## config.mk

```make
export PLATFORM = sky130hd
export DESIGN_NAME = ordered_list_append_delete_core
export DESIGN_NICKNAME = d
export VERILOG_FILES = /design/src/rtl/olad_pkg.sv /design/src/rtl/olad_dp.sv /design/src/rtl/olad_ctrl.sv /design/src/rtl/ordered_list_append_delete_core.sv
export SDC_FILE = /design/constraint.sdc
export NUM_CORES = 1
export LEC_CHECK = 0
export BUFFER_PORTS_ARGS = -buffer_cell sky130_fd_sc_hd__buf_2
export CAP_MARGIN = 20
export CELL_PAD_IN_SITES_DETAIL_PLACEMENT = 1
export CELL_PAD_IN_SITES_GLOBAL_PLACEMENT = 1
export CORE_MARGIN = 5
export CORE_UTILIZATION = 43
export DETAILED_ROUTE_END_ITERATION = 16
export PLACE_DENSITY_LB_ADDON = 0.1
export SLEW_MARGIN = 25
export SYNTH_ARGS = -nofsm -noshare
export SYNTH_HDL_FRONTEND = slang
export SYNTH_SLANG_ARGS = --single-unit
```

## constraint.sdc

```tcl
create_clock -name clk_i -period 6.1 [get_ports clk_i]
set_clock_uncertainty 0.15 [all_clocks]
set_input_delay 0.305 -clock clk_i [delete_from_list [all_inputs] [get_ports clk_i]]
set_output_delay 0.305 -clock clk_i [all_outputs]
set_load 0.005 [all_outputs]
```

## src/rtl/olad_pkg.sv

```systemverilog
// Shared constants, codes and control types for the ordered list core.
`default_nettype none
package olad_pkg;

  // Storage geometry.
  localparam int CAPACITY = 16;
  localparam int DATA_W   = 32;
  localparam int IDX_W    = (CAPACITY > 1) ? $clog2(CAPACITY) : 1;
  localparam int CNT_W    = $clog2(CAPACITY + 1);

  // Fixed result field widths.
  localparam int STATUS_W = 2;
  localparam int COUNT_W  = 5;
  localparam int POS_W    = 4;

  // Request kind codes.
  localparam logic KIND_APPEND = 1'b0;
  localparam logic KIND_DELETE = 1'b1;

  // Result status codes.
  typedef enum logic [STATUS_W-1:0] {
    ST_OK      = 2'd0,
    ST_FULL    = 2'd1,
    ST_EMPTY   = 2'd2,
    ST_MISSING = 2'd3
  } status_e;

  // Controller states.
  typedef enum logic [2:0] {
    S_IDLE,
    S_CHECK,
    S_SEARCH_RD,
    S_SEARCH_CMP,
    S_SHIFT_RD,
    S_SHIFT_WR,
    S_RESP
  } state_e;

  // Commands from the controller to the datapath.
  typedef struct packed {
    logic    load;       // capture request, clear index
    logic    rd_en;      // read store into read register
    logic    rd_next;    // read at index + 1 instead of index
    logic    wr_append;  // write key at tail, bump count
    logic    wr_shift;   // write read data at index
    logic    idx_inc;    // advance index
    logic    hit_save;   // remember index as result position
    logic    cnt_dec;    // drop one entry from count
    logic    res_we;     // capture result status
    status_e res_status;
  } cmd_t;

  // Status from the datapath to the controller.
  typedef struct packed {
    logic kind_del;
    logic full;
    logic empty;
    logic match;
    logic idx_last;
  } stat_t;

endpackage
`default_nettype wire

```

## src/rtl/olad_dp.sv

```systemverilog
// Datapath of the ordered list core: entry store, count, index and result registers.
`default_nettype none
module olad_dp (
  input  wire logic                          clk_i,
  input  wire logic                          rst_ni,
  input  wire olad_pkg::cmd_t                cmd_i,
  output olad_pkg::stat_t                    stat_o,
  input  wire logic                          kind_i,
  input  wire logic signed [31:0]            value_i,
  output logic [olad_pkg::STATUS_W-1:0]      status_o,
  output logic [olad_pkg::COUNT_W-1:0]       entry_count_o,
  output logic [olad_pkg::POS_W-1:0]         position_o,
  output logic                               now_empty_o
);
  import olad_pkg::*;

  logic [DATA_W-1:0] mem [CAPACITY];
  logic [DATA_W-1:0] rdata_q;
  logic [DATA_W-1:0] key_q;
  logic              kind_q;
  logic [IDX_W-1:0]  idx_q;
  logic [IDX_W-1:0]  pos_q;
  status_e           status_q;
  logic [CNT_W-1:0]  count_q;
  logic [CNT_W-1:0]  count_d;
  logic [IDX_W-1:0]  rd_addr;
  logic [IDX_W-1:0]  tail_idx;
  logic [CNT_W-1:0]  idx_plus1;

  assign tail_idx  = count_q[IDX_W-1:0];
  assign idx_plus1 = CNT_W'(idx_q) + CNT_W'(1);
  assign rd_addr   = cmd_i.rd_next ? (idx_q + IDX_W'(1)) : idx_q;

  // Entry store with a registered read port.
  always_ff @(posedge clk_i) begin
    if (cmd_i.wr_append) begin
      mem[tail_idx] <= key_q;
    end else if (cmd_i.wr_shift) begin
      mem[idx_q] <= rdata_q;
    end
    if (cmd_i.rd_en) begin
      rdata_q <= mem[rd_addr];
    end
  end

  // Entry count.
  always_comb begin
    count_d = count_q;
    if (cmd_i.wr_append) begin
      count_d = count_q + CNT_W'(1);
    end else if (cmd_i.cnt_dec) begin
      count_d = count_q - CNT_W'(1);
    end
  end

  always_ff @(posedge clk_i or negedge rst_ni) begin
    if (!rst_ni) begin
      count_q <= '0;
    end else begin
      count_q <= count_d;
    end
  end

  // Request, index and result registers.
  always_ff @(posedge clk_i) begin
    if (cmd_i.load) begin
      key_q  <= $unsigned(value_i);
      kind_q <= kind_i;
      idx_q  <= '0;
    end else if (cmd_i.idx_inc) begin
      idx_q <= idx_q + IDX_W'(1);
    end
    if (cmd_i.wr_append) begin
      pos_q <= tail_idx;
    end else if (cmd_i.hit_save) begin
      pos_q <= idx_q;
    end else if (cmd_i.res_we && cmd_i.res_status != ST_OK) begin
      pos_q <= '0;
    end
    if (cmd_i.res_we) begin
      status_q <= cmd_i.res_status;
    end
  end

  // Status toward the controller.
  assign stat_o.kind_del = (kind_q == KIND_DELETE);
  assign stat_o.full     = (count_q >= CNT_W'(CAPACITY));
  assign stat_o.empty    = (count_q == '0);
  assign stat_o.match    = (rdata_q == key_q);
  assign stat_o.idx_last = (idx_plus1 >= count_q);

  // Result fields, reduced to their port widths.
  assign status_o      = status_q;
  assign entry_count_o = COUNT_W'(32'(count_q));
  assign position_o    = POS_W'(32'(pos_q));
  assign now_empty_o   = (count_q == '0);

endmodule
`default_nettype wire

```

## src/rtl/olad_ctrl.sv

```systemverilog
// Controller of the ordered list core: sequences append, search and shift steps.
`default_nettype none
module olad_ctrl (
  input  wire logic            clk_i,
  input  wire logic            rst_ni,
  input  wire logic            start_i,
  output logic                 busy_o,
  output logic                 done_o,
  output olad_pkg::cmd_t       cmd_o,
  input  wire olad_pkg::stat_t stat_i
);
  import olad_pkg::*;

  state_e state_q;
  state_e state_d;

  // State register.
  always_ff @(posedge clk_i or negedge rst_ni) begin
    if (!rst_ni) begin
      state_q <= S_IDLE;
    end else begin
      state_q <= state_d;
    end
  end

  // Next state and datapath commands.
  always_comb begin
    state_d = state_q;
    cmd_o   = '0;
    cmd_o.res_status = ST_OK;
    case (state_q)
      S_IDLE: begin
        if (start_i) begin
          cmd_o.load = 1'b1;
          state_d    = S_CHECK;
        end
      end
      S_CHECK: begin
        if (!stat_i.kind_del) begin
          cmd_o.res_we = 1'b1;
          if (stat_i.full) begin
            cmd_o.res_status = ST_FULL;
          end else begin
            cmd_o.wr_append  = 1'b1;
            cmd_o.res_status = ST_OK;
          end
          state_d = S_RESP;
        end else if (stat_i.empty) begin
          cmd_o.res_we     = 1'b1;
          cmd_o.res_status = ST_EMPTY;
          state_d          = S_RESP;
        end else begin
          cmd_o.rd_en = 1'b1;
          state_d     = S_SEARCH_CMP;
        end
      end
      S_SEARCH_RD: begin
        cmd_o.rd_en = 1'b1;
        state_d     = S_SEARCH_CMP;
      end
      S_SEARCH_CMP: begin
        if (stat_i.match) begin
          cmd_o.hit_save = 1'b1;
          state_d        = S_SHIFT_RD;
        end else if (stat_i.idx_last) begin
          cmd_o.res_we     = 1'b1;
          cmd_o.res_status = ST_MISSING;
          state_d          = S_RESP;
        end else begin
          cmd_o.idx_inc = 1'b1;
          state_d       = S_SEARCH_RD;
        end
      end
      S_SHIFT_RD: begin
        if (stat_i.idx_last) begin
          cmd_o.cnt_dec    = 1'b1;
          cmd_o.res_we     = 1'b1;
          cmd_o.res_status = ST_OK;
          state_d          = S_RESP;
        end else begin
          cmd_o.rd_en   = 1'b1;
          cmd_o.rd_next = 1'b1;
          state_d       = S_SHIFT_WR;
        end
      end
      S_SHIFT_WR: begin
        cmd_o.wr_shift = 1'b1;
        cmd_o.idx_inc  = 1'b1;
        state_d        = S_SHIFT_RD;
      end
      S_RESP: begin
        state_d = S_IDLE;
      end
      default: begin
        state_d = S_IDLE;
      end
    endcase
  end

  assign busy_o = (state_q != S_IDLE);
  assign done_o = (state_q == S_RESP);

endmodule
`default_nettype wire

```

## src/rtl/ordered_list_append_delete_core.sv

```systemverilog
// Top level of the ordered list core with append and delete by key.
// Usage:
//   A request is a transaction taken at a rising edge with start_i high and
//   busy_o low; kind_i selects append (0) or delete of the first equal
//   entry (1), value_i carries the value or key.
//   Each request gives one result, shown for a single cycle with done_o
//   high: status_o, entry_count_o, position_o and now_empty_o.
//   busy_o stays high from acceptance through the result cycle, so one
//   request is worked on at a time.
// Sequence:
//   An append, and a delete on an empty list, go from the check state
//   straight to the result state. A delete reads the entry store once per
//   entry, with a read state and a compare state for each entry examined
//   in the search and a read state and a write state for each later entry
//   moved down; the single read port of the store sets this pace.
// Reset:
//   Reset empties the list; the stored values need no clearing.
//   The receiver cannot stall; each result is taken in its strobe cycle.
`default_nettype none
module ordered_list_append_delete_core (
  input  wire logic                     clk_i,
  input  wire logic                     rst_ni,
  input  wire logic                     start_i,
  output logic                          busy_o,
  input  wire logic                     kind_i,
  input  wire logic signed [31:0]       value_i,
  output logic                          done_o,
  output logic [olad_pkg::STATUS_W-1:0] status_o,
  output logic [olad_pkg::COUNT_W-1:0]  entry_count_o,
  output logic [olad_pkg::POS_W-1:0]    position_o,
  output logic                          now_empty_o
);
  import olad_pkg::*;

  cmd_t  cmd;
  stat_t stat;

  // Sequencer.
  olad_ctrl u_ctrl (
    .clk_i  (clk_i),
    .rst_ni (rst_ni),
    .start_i(start_i),
    .busy_o (busy_o),
    .done_o (done_o),
    .cmd_o  (cmd),
    .stat_i (stat)
  );

  // Store and result registers.
  olad_dp u_dp (
    .clk_i        (clk_i),
    .rst_ni       (rst_ni),
    .cmd_i        (cmd),
    .stat_o       (stat),
    .kind_i       (kind_i),
    .value_i      (value_i),
    .status_o     (status_o),
    .entry_count_o(entry_count_o),
    .position_o   (position_o),
    .now_empty_o  (now_empty_o)
  );

endmodule
`default_nettype wire

```

# After elaboration in Yosys (flattened, before gate mapping)

Memories as Yosys holds them, arrays and structs flattened. A register that Yosys moved wholly into a read port is not among the register bits.
Index checks and enable logic that the tools add are counted.
Widths: inputs -> output; s select.

RAM bits: 512
Register bits: 51
Output and inout port bits: 14
Logic and storage cells: 75
Memories kept: 1

Multiplexer cells: 45
$lt $le $gt $ge: 2
Add/subtract/negate cells: 4
Reductions and logical operators: 8
Equal/unequal tests: 8

Memories:

| memory   | depth | width | read ports | clocked after memory_dff | write ports | RTL line      | source |
|---|---|---|---|---|---|---|---|
| u_dp.mem | 16    | 32    | 1          | 1                        | 1           | olad_dp.sv:17 | `logic [DATA_W-1:0] mem [CAPACITY];` |

Operators by type and width:

| cell                | count |
|---|---|
| $eq 32x32->1        | 1 |
| $mux 32             | 1 |
| $reduce_or 32->1    | 1 |
| $mux 3              | 9 |
| $mux 4              | 6 |
| $mux 1              | 21 |
| $pmux 3 s6          | 1 |
| $mux 5              | 2 |
| $eq 3x3->1 const B  | 3 |
| $pmux 3 s3          | 1 |
| $eq 3x2->1 const B  | 2 |
| $reduce_bool 3->1   | 2 |
| $add 4x1->5 const B | 1 |
| $add 5x1->5 const B | 1 |
| $ge 5x5->1          | 1 |
| $ge 5x5->1 const B  | 1 |
| $logic_not 5->1     | 1 |
| $sub 5x1->5 const B | 1 |
| $add 4x1->4 const B | 1 |
| $mux 2              | 2 |
| $reduce_bool 2->1   | 2 |
| $eq 3x1->1 const B  | 1 |
| $logic_not 3->1     | 1 |
| $pmux 1 s3          | 1 |
| 3 further kinds     | 3 |

# Logic depth before layout (Yosys ltp)

Gate-level depths: netlist of the first run.

Depth after elaboration: 10
Mapped depth: 19
Mapped depth without buffers: 14

# Modules after synthesis

Synthesis of the first run repeated with hierarchy kept, for this count alone.

Cell total of the unflattened synthesis: 1457
Area total of the unflattened synthesis: 25783.5 um^2

Modules (own cells, without submodules):

| module    | times used | cells an instance | area each (um^2) |
|---|---|---|---|
| olad_dp   | 1          | 1407              | 25398.1 |
| olad_ctrl | 1          | 50                | 385.4 |

# Worst setup path after synthesis of the first run

OpenSTA, ideal clock, no wires.

Kind: register to register
From: reg u_dp.idx_q[0]
To: reg u_dp.rdata_q[0], read port of u_dp.mem, enable pin
Cell stages (with the launch flop): 13
Path buffers: 5
Data arrival time: 3.677 ns
Setup time: 0.658 ns
Path slack: 1.616 ns
Path through: dfxtp_1 > ha_1 > clkbuf_1 > xor2_1 > ha_1 > nand2_1 > o21ai_1 > a21o_1 > buf_2 > buf_2 > clkbuf_1 > clkbuf_1 > o21ai_0

RTL lines:

| item                   | RTL line      | source |
|---|---|---|
| from (decl)            | olad_dp.sv:21 | `logic [IDX_W-1:0] idx_q;` |
| from (signal assigned) | olad_dp.sv:71 | `idx_q <= idx_q + IDX_W'(1);` |
| to (decl)              | olad_dp.sv:18 | `logic [DATA_W-1:0] rdata_q;` |

# Worst setup path in the final report of the first run

From: reg u_dp.idx_q[1]
To: reg u_dp.rdata_q[28], read port of u_dp.mem, data pin

Word-level cells in the longest chain between the ends: 5
Elaborated cells on any way between the ends: 7
Those cells by class: add/sub: 2; order compare: 1; mux: 4

Ends and longest elaborated chain:

| item                        | RTL line        | source |
|---|---|---|
| $add 4x1->5 (*)             | olad_dp.sv:31   | `assign idx_plus1 = CNT_W'(idx_q) + CNT_W'(1);` |
| named net u_dp.idx_plus1[3] | olad_dp.sv:28   | `logic [CNT_W-1:0] idx_plus1;` |
| $ge 5x5->1 (*)              | olad_dp.sv:90   | `assign stat_o.idx_last = (idx_plus1 >= count_q);` |
| $mux 2 (*)                  | olad_ctrl.sv:75 | `if (stat_i.idx_last) begin` |
| $mux 1                      | olad_ctrl.sv:31 | `case (state_q)` |
| $mux 4                      | olad_dp.sv:32   | `assign rd_addr = cmd_i.rd_next ? (idx_q + IDX_W'(1)) : idx_q;` |

The timed path passes the listed nets; every way through them passes the cells marked *.
A chain may end at the register's enable or synchronous reset.

==> results of run 1 <==
==> placed cells by master, fill, tap and decap left out, types with 8 or more instances in the layout <==
cell type	Yosys	routed
clkbuf_1	85	19
and2_1	17	17
a31oi_1	8	8
nand3_1	34	34
o22ai_1	124	124
nor2_1	84	66
mux2_2	76	76
inv_1	11	10
nor4_1	10	10
o32ai_1	11	11
dfrtp_1	8	8
nand2b_1	15	14
ha_1	9	8
xor2_1	36	36
buf_4	2	57
mux4_2	22	22
edfxtp_1	583	583
a22oi_1	23	23
buf_2	31	49
or3_1	11	11
clkinv_1	1	17
dlygate4sd3_1	0	36
nor2_4	0	18
o221ai_1	72	72
nor3_1	26	26
mux2i_1	196	196
a211o_1	10	10
clkbuf_16	0	70
nand2_1	170	170
a221oi_1	9	8
a21o_1	13	12
a2111oi_0	18	18
a21oi_1	82	80
o21ai_0	67	66
==> kinds of logic (layout without fill, tap and decap cells) <==
logic type	Yosys count	after routing	share of synthesized area, %
DFF	595	595	65.3
AOI/OAI and AO/OA	480	480	12.1
and+or+nand+nor	386	386	6.33
muxes	294	294	12.2
buffers and inverters	150	274	2.29
xor gates and xnor gates	40	40	1.29
adders and majority gates	10	10	0.487
==> registers in the layout, indices dropped and copies added (netlist names) <==
register,count
u_dp.position_o,4
u_dp.idx_q,4
u_dp.entry_count_o,5
u_dp.rdata_q,32
u_dp.kind_q,1
u_dp.mem,512
u_dp.status_o,2
u_dp.key_q,32
u_ctrl.state_q,3
==> per-layer routing <==
layer	global-route usage, %	vias to the layer above	share of wire, %
met4	8.39	0	3.0
met1	35.1	9921	43
met2	42.9	652	49
met3	3.69	168	5.6
li1	-	7936	-
met5	0	-	0
==> worst paths after layout <==
| path | end | slack (ns) | cells after the start |
|---|---|---|---|
| max in group asynchronous | u_dp.entry_count_o[3] | 4.92 | 3 |
| worst max-delay path | u_dp.rdata_q[28] | 1.13 | 16 |
| worst max register to register | u_dp.rdata_q[28] | 1.13 | 16 |
| worst min register to register | u_dp.rdata_q[8] | 0.41 | 2 |
| worst min-delay path | u_dp.key_q[19] | 0.25 | 2 |
| min in group asynchronous | u_dp.entry_count_o[0] | 0.56 | 3 |
==> final cells by class <==
| class | count | share of cell area (%) |
|---|---|---|
| sequential | 595 | 57.3 |
| multi-input combinational | 1210 | 29.1 |
| clock buffer | 89 | 5.87 |
| timing repair buffer | 145 | 3.55 |
| tap | 846 | 3.41 |
| clock inverter | 28 | 0.633 |
| inverter | 12 | 0.153 |
==> critical path, cell delays in order (launching register included) <==
cell       delay (ns)
dfxtp_4          0.62
clkinv_1         0.13
buf_4            0.29
nor2_2           0.15
nand2_1          0.06
nand2_1          0.08
o21ai_0          0.09
ha_1             0.19
a21oi_1          0.34
nand2_1          0.20
a21oi_4          0.25
buf_4            0.46
nand3_1          0.17
o211a_1          0.54
a2111oi_0        0.74
o21ai_0          0.20
nand3_1          0.13
==> power by group through the flow <==
stage	combinational (W)	sequential (W)	clock, W
2_1_floorplan	0.00390	0.00542	0
3_3_place_gp	0.00567	0.00559	0
3_5_place_dp	0.00585	0.00559	0
4_1_cts	0.00589	0.00552	0.00389
5_1_grt	0.00627	0.00555	0.00408
6_report	0.00590	0.00552	0.00382
==> per-stage QoR <==
step,power [W],std cells,utilization (%),instance area [sq um]
after floorplan,0.00932,1955,-,27200
after global placement,0.0113,2770,45.5,28600
after detailed placement,0.0114,2772,45.6,28700
after CTS,0.0153,2925,49.4,31100
after global routing,0.0159,2925,49.4,31100
final,0.0152,2925,49.4,31100
==> impl_metrics.xml, run 1 <==
<?xml version="1.0" encoding="UTF-8"?>
<metrics>
  <group name="global_routing">
    <metric name="grt_start_max_net_pins" unit="">59</metric>
    <metric name="initial_antenna_violation_count" unit="">0</metric>
    <metric name="vias_in_the_first_global_route" unit="">19340</metric>
    <metric name="grt_use_total" unit="%">25.8</metric>
    <metric name="grt.overflow.total" unit="">0</metric>
    <metric name="first_pass_grt_wire_length" unit="um">131000</metric>
  </group>
  <group name="logic_synthesis">
    <metric name="synth_edf_count" unit="">583</metric>
    <metric name="postSynthNetCount" unit="">2001</metric>
    <metric name="synth.avg_cell_area" unit="sq um">13.9</metric>
    <metric name="synth.cell_area" unit="sq um">27200</metric>
    <metric name="yosys-top-cells-area" unit="">edfxtp_1 (64%), mux2i_1 (7.2%), mux2_2 (3.1%), o22ai_1 (2.8%), nand2_1 (2.3%)</metric>
    <metric name="synth.largest_area_cell" unit="">edfxtp_1</metric>
    <metric name="post-synth-top-count-cell" unit="">edfxtp_1</metric>
    <metric name="synth_async_sr_flop_share" unit="%">1.34</metric>
    <metric name="synth_commonest_cells" unit="">edfxtp_1 (583), mux2i_1 (196), nand2_1 (170)</metric>
    <metric name="synth_cells" unit="">1955</metric>
    <metric name="yosys_register_bits" unit="">595</metric>
    <metric name="synth_seq_area_share" unit="%">65.3</metric>
    <metric name="post_synth_num_cell_types" unit="">60</metric>
    <metric name="synth-warning-count" unit="">0</metric>
    <metric name="postSynth.topFlopCell" unit="">edfxtp_1</metric>
    <metric name="synth_top_area_share" unit="%">64.3</metric>
  </group>
  <group name="power">
    <metric name="netSwitchingPower" unit="W">0.00579</metric>
    <metric name="power.clock.fraction" unit="%">25.1</metric>
    <metric name="power-per-cell-area" unit="nW/um^2">491</metric>
    <metric name="p_leak" unit="nW">10.3</metric>
    <metric name="share_comb_of_total_power" unit="%">38.7</metric>
    <metric name="largest_vdd_supply_drop" unit="mV">0.329</metric>
    <metric name="p_seq_share" unit="%">36.2</metric>
    <metric name="power_switching_share" unit="%">38.0</metric>
    <metric name="p_int" unit="W">0.00945</metric>
  </group>
  <group name="worst_setup_path">
    <metric name="data_required_time_of_the_critical_path" unit="ns">6.42</metric>
    <metric name="startpoint_type_of_the_worst_setup_path" unit="">register</metric>
    <metric name="timing.critical_path.fanout_max" unit="">36</metric>
    <metric name="critPathArrivalTime" unit="ns">5.28</metric>
    <metric name="crit_start" unit="">u_dp.idx_q[1]</metric>
    <metric name="timing.setup.critical_path_class" unit="">register to register</metric>
    <metric name="r2r_start" unit="">u_dp.idx_q[1]</metric>
    <metric name="critical_path.endpoint_type" unit="">register</metric>
  </group>
  <group name="clock_tree">
    <metric name="cts_resized" unit="">0</metric>
    <metric name="clk-insertion-delay-late" unit="ns">0.61</metric>
    <metric name="cts-root-to-sink-buffers" unit="">3</metric>
    <metric name="h-tree-depth" unit="">3</metric>
    <metric name="clock_tree.root_cell" unit="">clkbuf_16</metric>
    <metric name="cts_tree" unit="">built</metric>
    <metric name="clk_pin_slew" unit="ns">0.06</metric>
    <metric name="cts_hold_buffers" unit="">36</metric>
    <metric name="tritoncts_num_sinks" unit="">595</metric>
    <metric name="post_cts.repair.setup_buffers" unit="">0</metric>
    <metric name="cts-buffers-inserted" unit="">68</metric>
  </group>
  <group name="finish">
    <metric name="final_net_count" unit="">2078</metric>
    <metric name="regArea" unit="sq um">17800</metric>
    <metric name="num_antenna_cells" unit="">0</metric>
    <metric name="area.growth.synth_to_final" unit="%">14.1</metric>
    <metric name="nFillCells" unit="">6215</metric>
    <metric name="multi_input_comb_area" unit="sq um">9030</metric>
    <metric name="drive_above_1_share" unit="%">15.7</metric>
  </group>
  <group name="route">
    <metric name="routed-via-count" unit="">18677</metric>
    <metric name="drc_errors" unit="">0</metric>
    <metric name="detail_route.wl_per_cell" unit="um">30.5</metric>
    <metric name="postRouteWirelength" unit="um">89300</metric>
    <metric name="drtAntennaViolNets" unit="">0</metric>
    <metric name="detailedRoute.firstPassIterationCount" unit="">5</metric>
    <metric name="drtIter0Drc" unit="">1697</metric>
    <metric name="drt-vias-per-instance" unit="">6.39</metric>
  </group>
  <group name="die">
    <metric name="core-area" unit="sq um">62900</metric>
    <metric name="die-height" unit="um">262</metric>
    <metric name="start_util" unit="%">43.3</metric>
    <metric name="placementRows" unit="">92</metric>
    <metric name="io_pins" unit="">50</metric>
    <metric name="dieWidth" unit="um">262</metric>
    <metric name="fp.dieArea" unit="sq um">68400</metric>
  </group>
  <group name="timing">
    <metric name="drv_slew" unit="">0</metric>
    <metric name="min_period_over_period" unit="%">81.4</metric>
    <metric name="rsz0062_at_grt" unit="">false</metric>
    <metric name="timing.final.hold_violations" unit="">0</metric>
    <metric name="setup_ws" unit="ns">1.13</metric>
    <metric name="headroom_to_the_max_slew_limit" unit="%">26.6</metric>
    <metric name="setup_tns_after_final_layout" unit="ns">0</metric>
    <metric name="max_freq" unit="MHz">201</metric>
    <metric name="clock_period_minus_worst_slack" unit="ns">4.97</metric>
    <metric name="worst_hold_slack" unit="ns">0.254</metric>
    <metric name="worst_pin_slew" unit="ns">1.10</metric>
    <metric name="setup-violations-final" unit="">0</metric>
  </group>
  <group name="hold_path">
    <metric name="min_path_type" unit="">input pin to register</metric>
    <metric name="holdCritStartpoint" unit="">value_i[19]</metric>
  </group>
  <group name="status">
    <metric name="outcome" unit="">completed</metric>
  </group>
  <group name="place">
    <metric name="pre_cts_slack" unit="ns">1.25</metric>
    <metric name="finalWeightedCongestion" unit="">0.815</metric>
    <metric name="io_buffers" unit="">49</metric>
    <metric name="detailed_place_hpwl" unit="um">52400</metric>
  </group>
  <group name="job">
    <metric name="timing.max_cap.violations" unit="">0</metric>
  </group>
</metrics>
No activity file was read; power rests on OpenSTA's default activity.
==> run 2, diff against run 1 <==
==> constraint.sdc (replaced) <==
create_clock -name clk_i -period 4.4 [get_ports clk_i]
set_clock_uncertainty 0.15 [all_clocks]
set_input_delay 0.22 -clock clk_i [delete_from_list [all_inputs] [get_ports clk_i]]
set_output_delay 0.22 -clock clk_i [all_outputs]
set_load 0.005 [all_outputs]
==> run 2 against run 1 <==
Against the previous run:
- first-iteration DRC count is 13% lower
- maximum frequency grew 19%
- sequential cell count is the same
- count of clock-buffer cells in the layout rose by 2
- sequential power increased by 37%
- worst setup slack got worse by 0.89 ns
- final cell count is 0.99% higher
- cell area rose by 1.3%
- critical path type unchanged
- critical endpoint unchanged
- largest power group unchanged
- highest routed layer unchanged
==> impl_metrics.xml, run 2 (synthesis gave the netlist of run 1 again) <==
<?xml version="1.0" encoding="UTF-8"?>
<metrics>
  <group name="status">
    <metric name="outcome" unit="">completed</metric>
  </group>
  <group name="finish">
    <metric name="drive_above_1_share" unit="%">16.9</metric>
    <metric name="final_common_cell" unit="">edfxtp_1</metric>
    <metric name="final_net_count" unit="">2102</metric>
    <metric name="largest_reg_flops" unit="">512</metric>
    <metric name="nFillCells" unit="">6195</metric>
    <metric name="fin_util" unit="%">50.1</metric>
    <metric name="area.growth.synth_to_final" unit="%">15.6</metric>
    <metric name="multi_input_comb_area" unit="sq um">9040</metric>
    <metric name="regMostFlops" unit="">u_dp.mem</metric>
    <metric name="layout.cells.most_common_list" unit="">edfxtp_1 (583), mux2i_1 (196), nand2_1 (170), o22ai_1 (124), a21oi_1 (80)</metric>
    <metric name="biggestRegsByFlops" unit="">u_dp.mem x512, u_dp.key_q x32, u_dp.rdata_q x32</metric>
    <metric name="num_antenna_cells" unit="">0</metric>
    <metric name="regArea" unit="sq um">17800</metric>
  </group>
  <group name="die">
    <metric name="io_pins" unit="">50</metric>
    <metric name="placementRows" unit="">92</metric>
    <metric name="start_util" unit="%">43.3</metric>
    <metric name="fp.dieArea" unit="sq um">68400</metric>
    <metric name="die-height" unit="um">262</metric>
    <metric name="core-area" unit="sq um">62900</metric>
    <metric name="dieWidth" unit="um">262</metric>
  </group>
  <group name="route">
    <metric name="detailedRoute.firstPassIterationCount" unit="">6</metric>
    <metric name="drt-vias-per-instance" unit="">6.30</metric>
    <metric name="routed-via-count" unit="">18607</metric>
    <metric name="drc_errors" unit="">0</metric>
    <metric name="drtIter0Drc" unit="">1478</metric>
    <metric name="drtAntennaViolNets" unit="">0</metric>
    <metric name="detail_route.wl_per_cell" unit="um">30.4</metric>
    <metric name="postRouteWirelength" unit="um">89800</metric>
  </group>
  <group name="timing">
    <metric name="setup_ws" unit="ns">0.240</metric>
    <metric name="min_period_over_period" unit="%">94.5</metric>
    <metric name="rsz0062_at_grt" unit="">false</metric>
    <metric name="clock_period_minus_worst_slack" unit="ns">4.16</metric>
    <metric name="setup-violations-final" unit="">0</metric>
    <metric name="timing.final.hold_violations" unit="">0</metric>
    <metric name="max_freq" unit="MHz">240</metric>
    <metric name="drv_slew" unit="">0</metric>
    <metric name="headroom_to_the_max_slew_limit" unit="%">32.8</metric>
    <metric name="setup_tns_after_final_layout" unit="ns">0</metric>
    <metric name="worst_pin_slew" unit="ns">1.01</metric>
  </group>
  <group name="worst_setup_path">
    <metric name="critPathArrivalTime" unit="ns">4.49</metric>
    <metric name="timing.critical_path.fanout_max" unit="">30</metric>
    <metric name="crit_slowest_cell" unit="">a2111oi_0</metric>
    <metric name="cp_max_stage_delay" unit="ns">0.73</metric>
    <metric name="startpoint_type_of_the_worst_setup_path" unit="">register</metric>
    <metric name="timing.setup.critical_path_class" unit="">register to register</metric>
    <metric name="regToRegSetupSlack" unit="ns">0.24</metric>
    <metric name="critical_path.endpoint_type" unit="">register</metric>
    <metric name="cp_cell_sequence" unit="">ha_4, inv_1, nor2_1, ha_1, a21oi_1, nand2_1, a21oi_4, buf_4, a2111oi_0, a2111oi_0, buf_4, o21ai_0, nand3_1</metric>
    <metric name="data_required_time_of_the_critical_path" unit="ns">4.73</metric>
    <metric name="worstRegToRegCells" unit="">13</metric>
  </group>
  <group name="clock_tree">
    <metric name="clock_tree.root_cell" unit="">clkbuf_16</metric>
    <metric name="cts_hold_buffers" unit="">36</metric>
    <metric name="h-tree-depth" unit="">3</metric>
    <metric name="cts-buffers-inserted" unit="">68</metric>
    <metric name="post_cts.repair.setup_buffers" unit="">0</metric>
    <metric name="cts_resized" unit="">0</metric>
    <metric name="cts_tree" unit="">built</metric>
    <metric name="cts-root-to-sink-buffers" unit="">3</metric>
    <metric name="clk-insertion-delay-late" unit="ns">0.61</metric>
    <metric name="clk_pin_slew" unit="ns">0.06</metric>
    <metric name="tritoncts_num_sinks" unit="">595</metric>
  </group>
  <group name="job">
    <metric name="timing.max_cap.violations" unit="">0</metric>
  </group>
  <group name="global_routing">
    <metric name="initial_antenna_violation_count" unit="">0</metric>
    <metric name="first_pass_grt_wire_length" unit="um">131000</metric>
    <metric name="grt_start_max_net_pins" unit="">118</metric>
    <metric name="vias_in_the_first_global_route" unit="">19802</metric>
    <metric name="grt.overflow.total" unit="">0</metric>
    <metric name="grt_use_total" unit="%">26.0</metric>
  </group>
  <group name="hold_path">
    <metric name="hold_depth" unit="">2</metric>
    <metric name="min_path_type" unit="">input pin to register</metric>
  </group>
  <group name="place">
    <metric name="io_buffers" unit="">49</metric>
    <metric name="detailed_place_hpwl" unit="um">51900</metric>
    <metric name="pre_cts_slack" unit="ns">0.290</metric>
    <metric name="finalWeightedCongestion" unit="">0.797</metric>
  </group>
  <group name="power">
    <metric name="share_comb_of_total_power" unit="%">38.9</metric>
    <metric name="p_seq_share" unit="%">35.1</metric>
    <metric name="power.clock.fraction" unit="%">26.0</metric>
    <metric name="p_int" unit="W">0.0135</metric>
    <metric name="power-per-cell-area" unit="nW/um^2">686</metric>
    <metric name="largest_vdd_supply_drop" unit="mV">0.549</metric>
    <metric name="p_leak" unit="nW">10.5</metric>
    <metric name="power_switching_share" unit="%">37.4</metric>
    <metric name="netSwitchingPower" unit="W">0.00807</metric>
  </group>
</metrics>
-- run 2: changes by cell type in the layout (fill, tap and decap cells not counted) --
cell,change
clkbuf_16,+1
clkbuf_1,+1
clkinv_8,+1
inv_6,-2
a31oi_2,+1
clkinv_1,-1
buf_4,+18
bufinv_16,+4
clkinv_2,+1
buf_12,+6
a31oi_1,-1
-- run 2: layout make-up --
cell class                      instances  share of cell area (%)
Inverter                               12                   0.151
Sequential cell                       595                    56.6
Multi-Input combinational cell       1210                    28.7
Clock inverter                         31                    1.01
Tap cell                              846                    3.36
Clock buffer                           91                    5.89
Timing Repair Buffer                  169                    4.31
-- run 2: critical path, delay by kind of cell, from the launching register on --
| kind | cells | cell delay [ns] |
|---|---|---|
| AOI/OAI and AO/OA | 5 | 1.64 |
| buffers and inverters | 3 | 0.87 |
| adders and majority gates | 2 | 0.51 |
| and+or+nand+nor | 3 | 0.44 |
| DFF | 1 | 0.41 |
-- run 2: through the flow --
stage	instance area [sq um]	power, W	hold slack (ns)	std cells
floorplan	27200	0.0129	-0.226	1955
CTS	31400	0.0216	0.146	2953
global route	31500	0.0225	0.175	2954
finish	31500	0.0216	0.178	2954
global placement	28900	0.0157	-0.0567	2795
detailed placement	28900	0.0159	-0.0564	2795
-- run 2: power groups by stage --
stage / logic, W / registers (W) / clock network [W]
finish: 0.00838 / 0.00758 / 0.00561
global route: 0.00892 / 0.00761 / 0.00595
CTS: 0.00831 / 0.00758 / 0.00571
detailed placement: 0.00825 / 0.00769 / 0
global placement: 0.00804 / 0.00768 / 0
floorplan: 0.00541 / 0.00750 / 0
-- run 2: worst paths after layout --
check,to,startpoint
max,u_dp.rdata_q[28],u_dp.idx_q[0]
min,u_dp.key_q[10],value_i[10]
max reg2reg,u_dp.rdata_q[28],u_dp.idx_q[0]
min reg2reg,u_dp.rdata_q[28],u_dp.mem[15][28]
max in group asynchronous,u_dp.entry_count_o[2],rst_ni
min in group asynchronous,u_dp.entry_count_o[4],rst_ni
-- run 2: metal layers --
metal / routed length [um] / track usage (%)
met4: 3220 / 9.80
met1: 36600 / 33.4
met3: 6050 / 4.64
met2: 43900 / 44.3
met5: 0 / 0
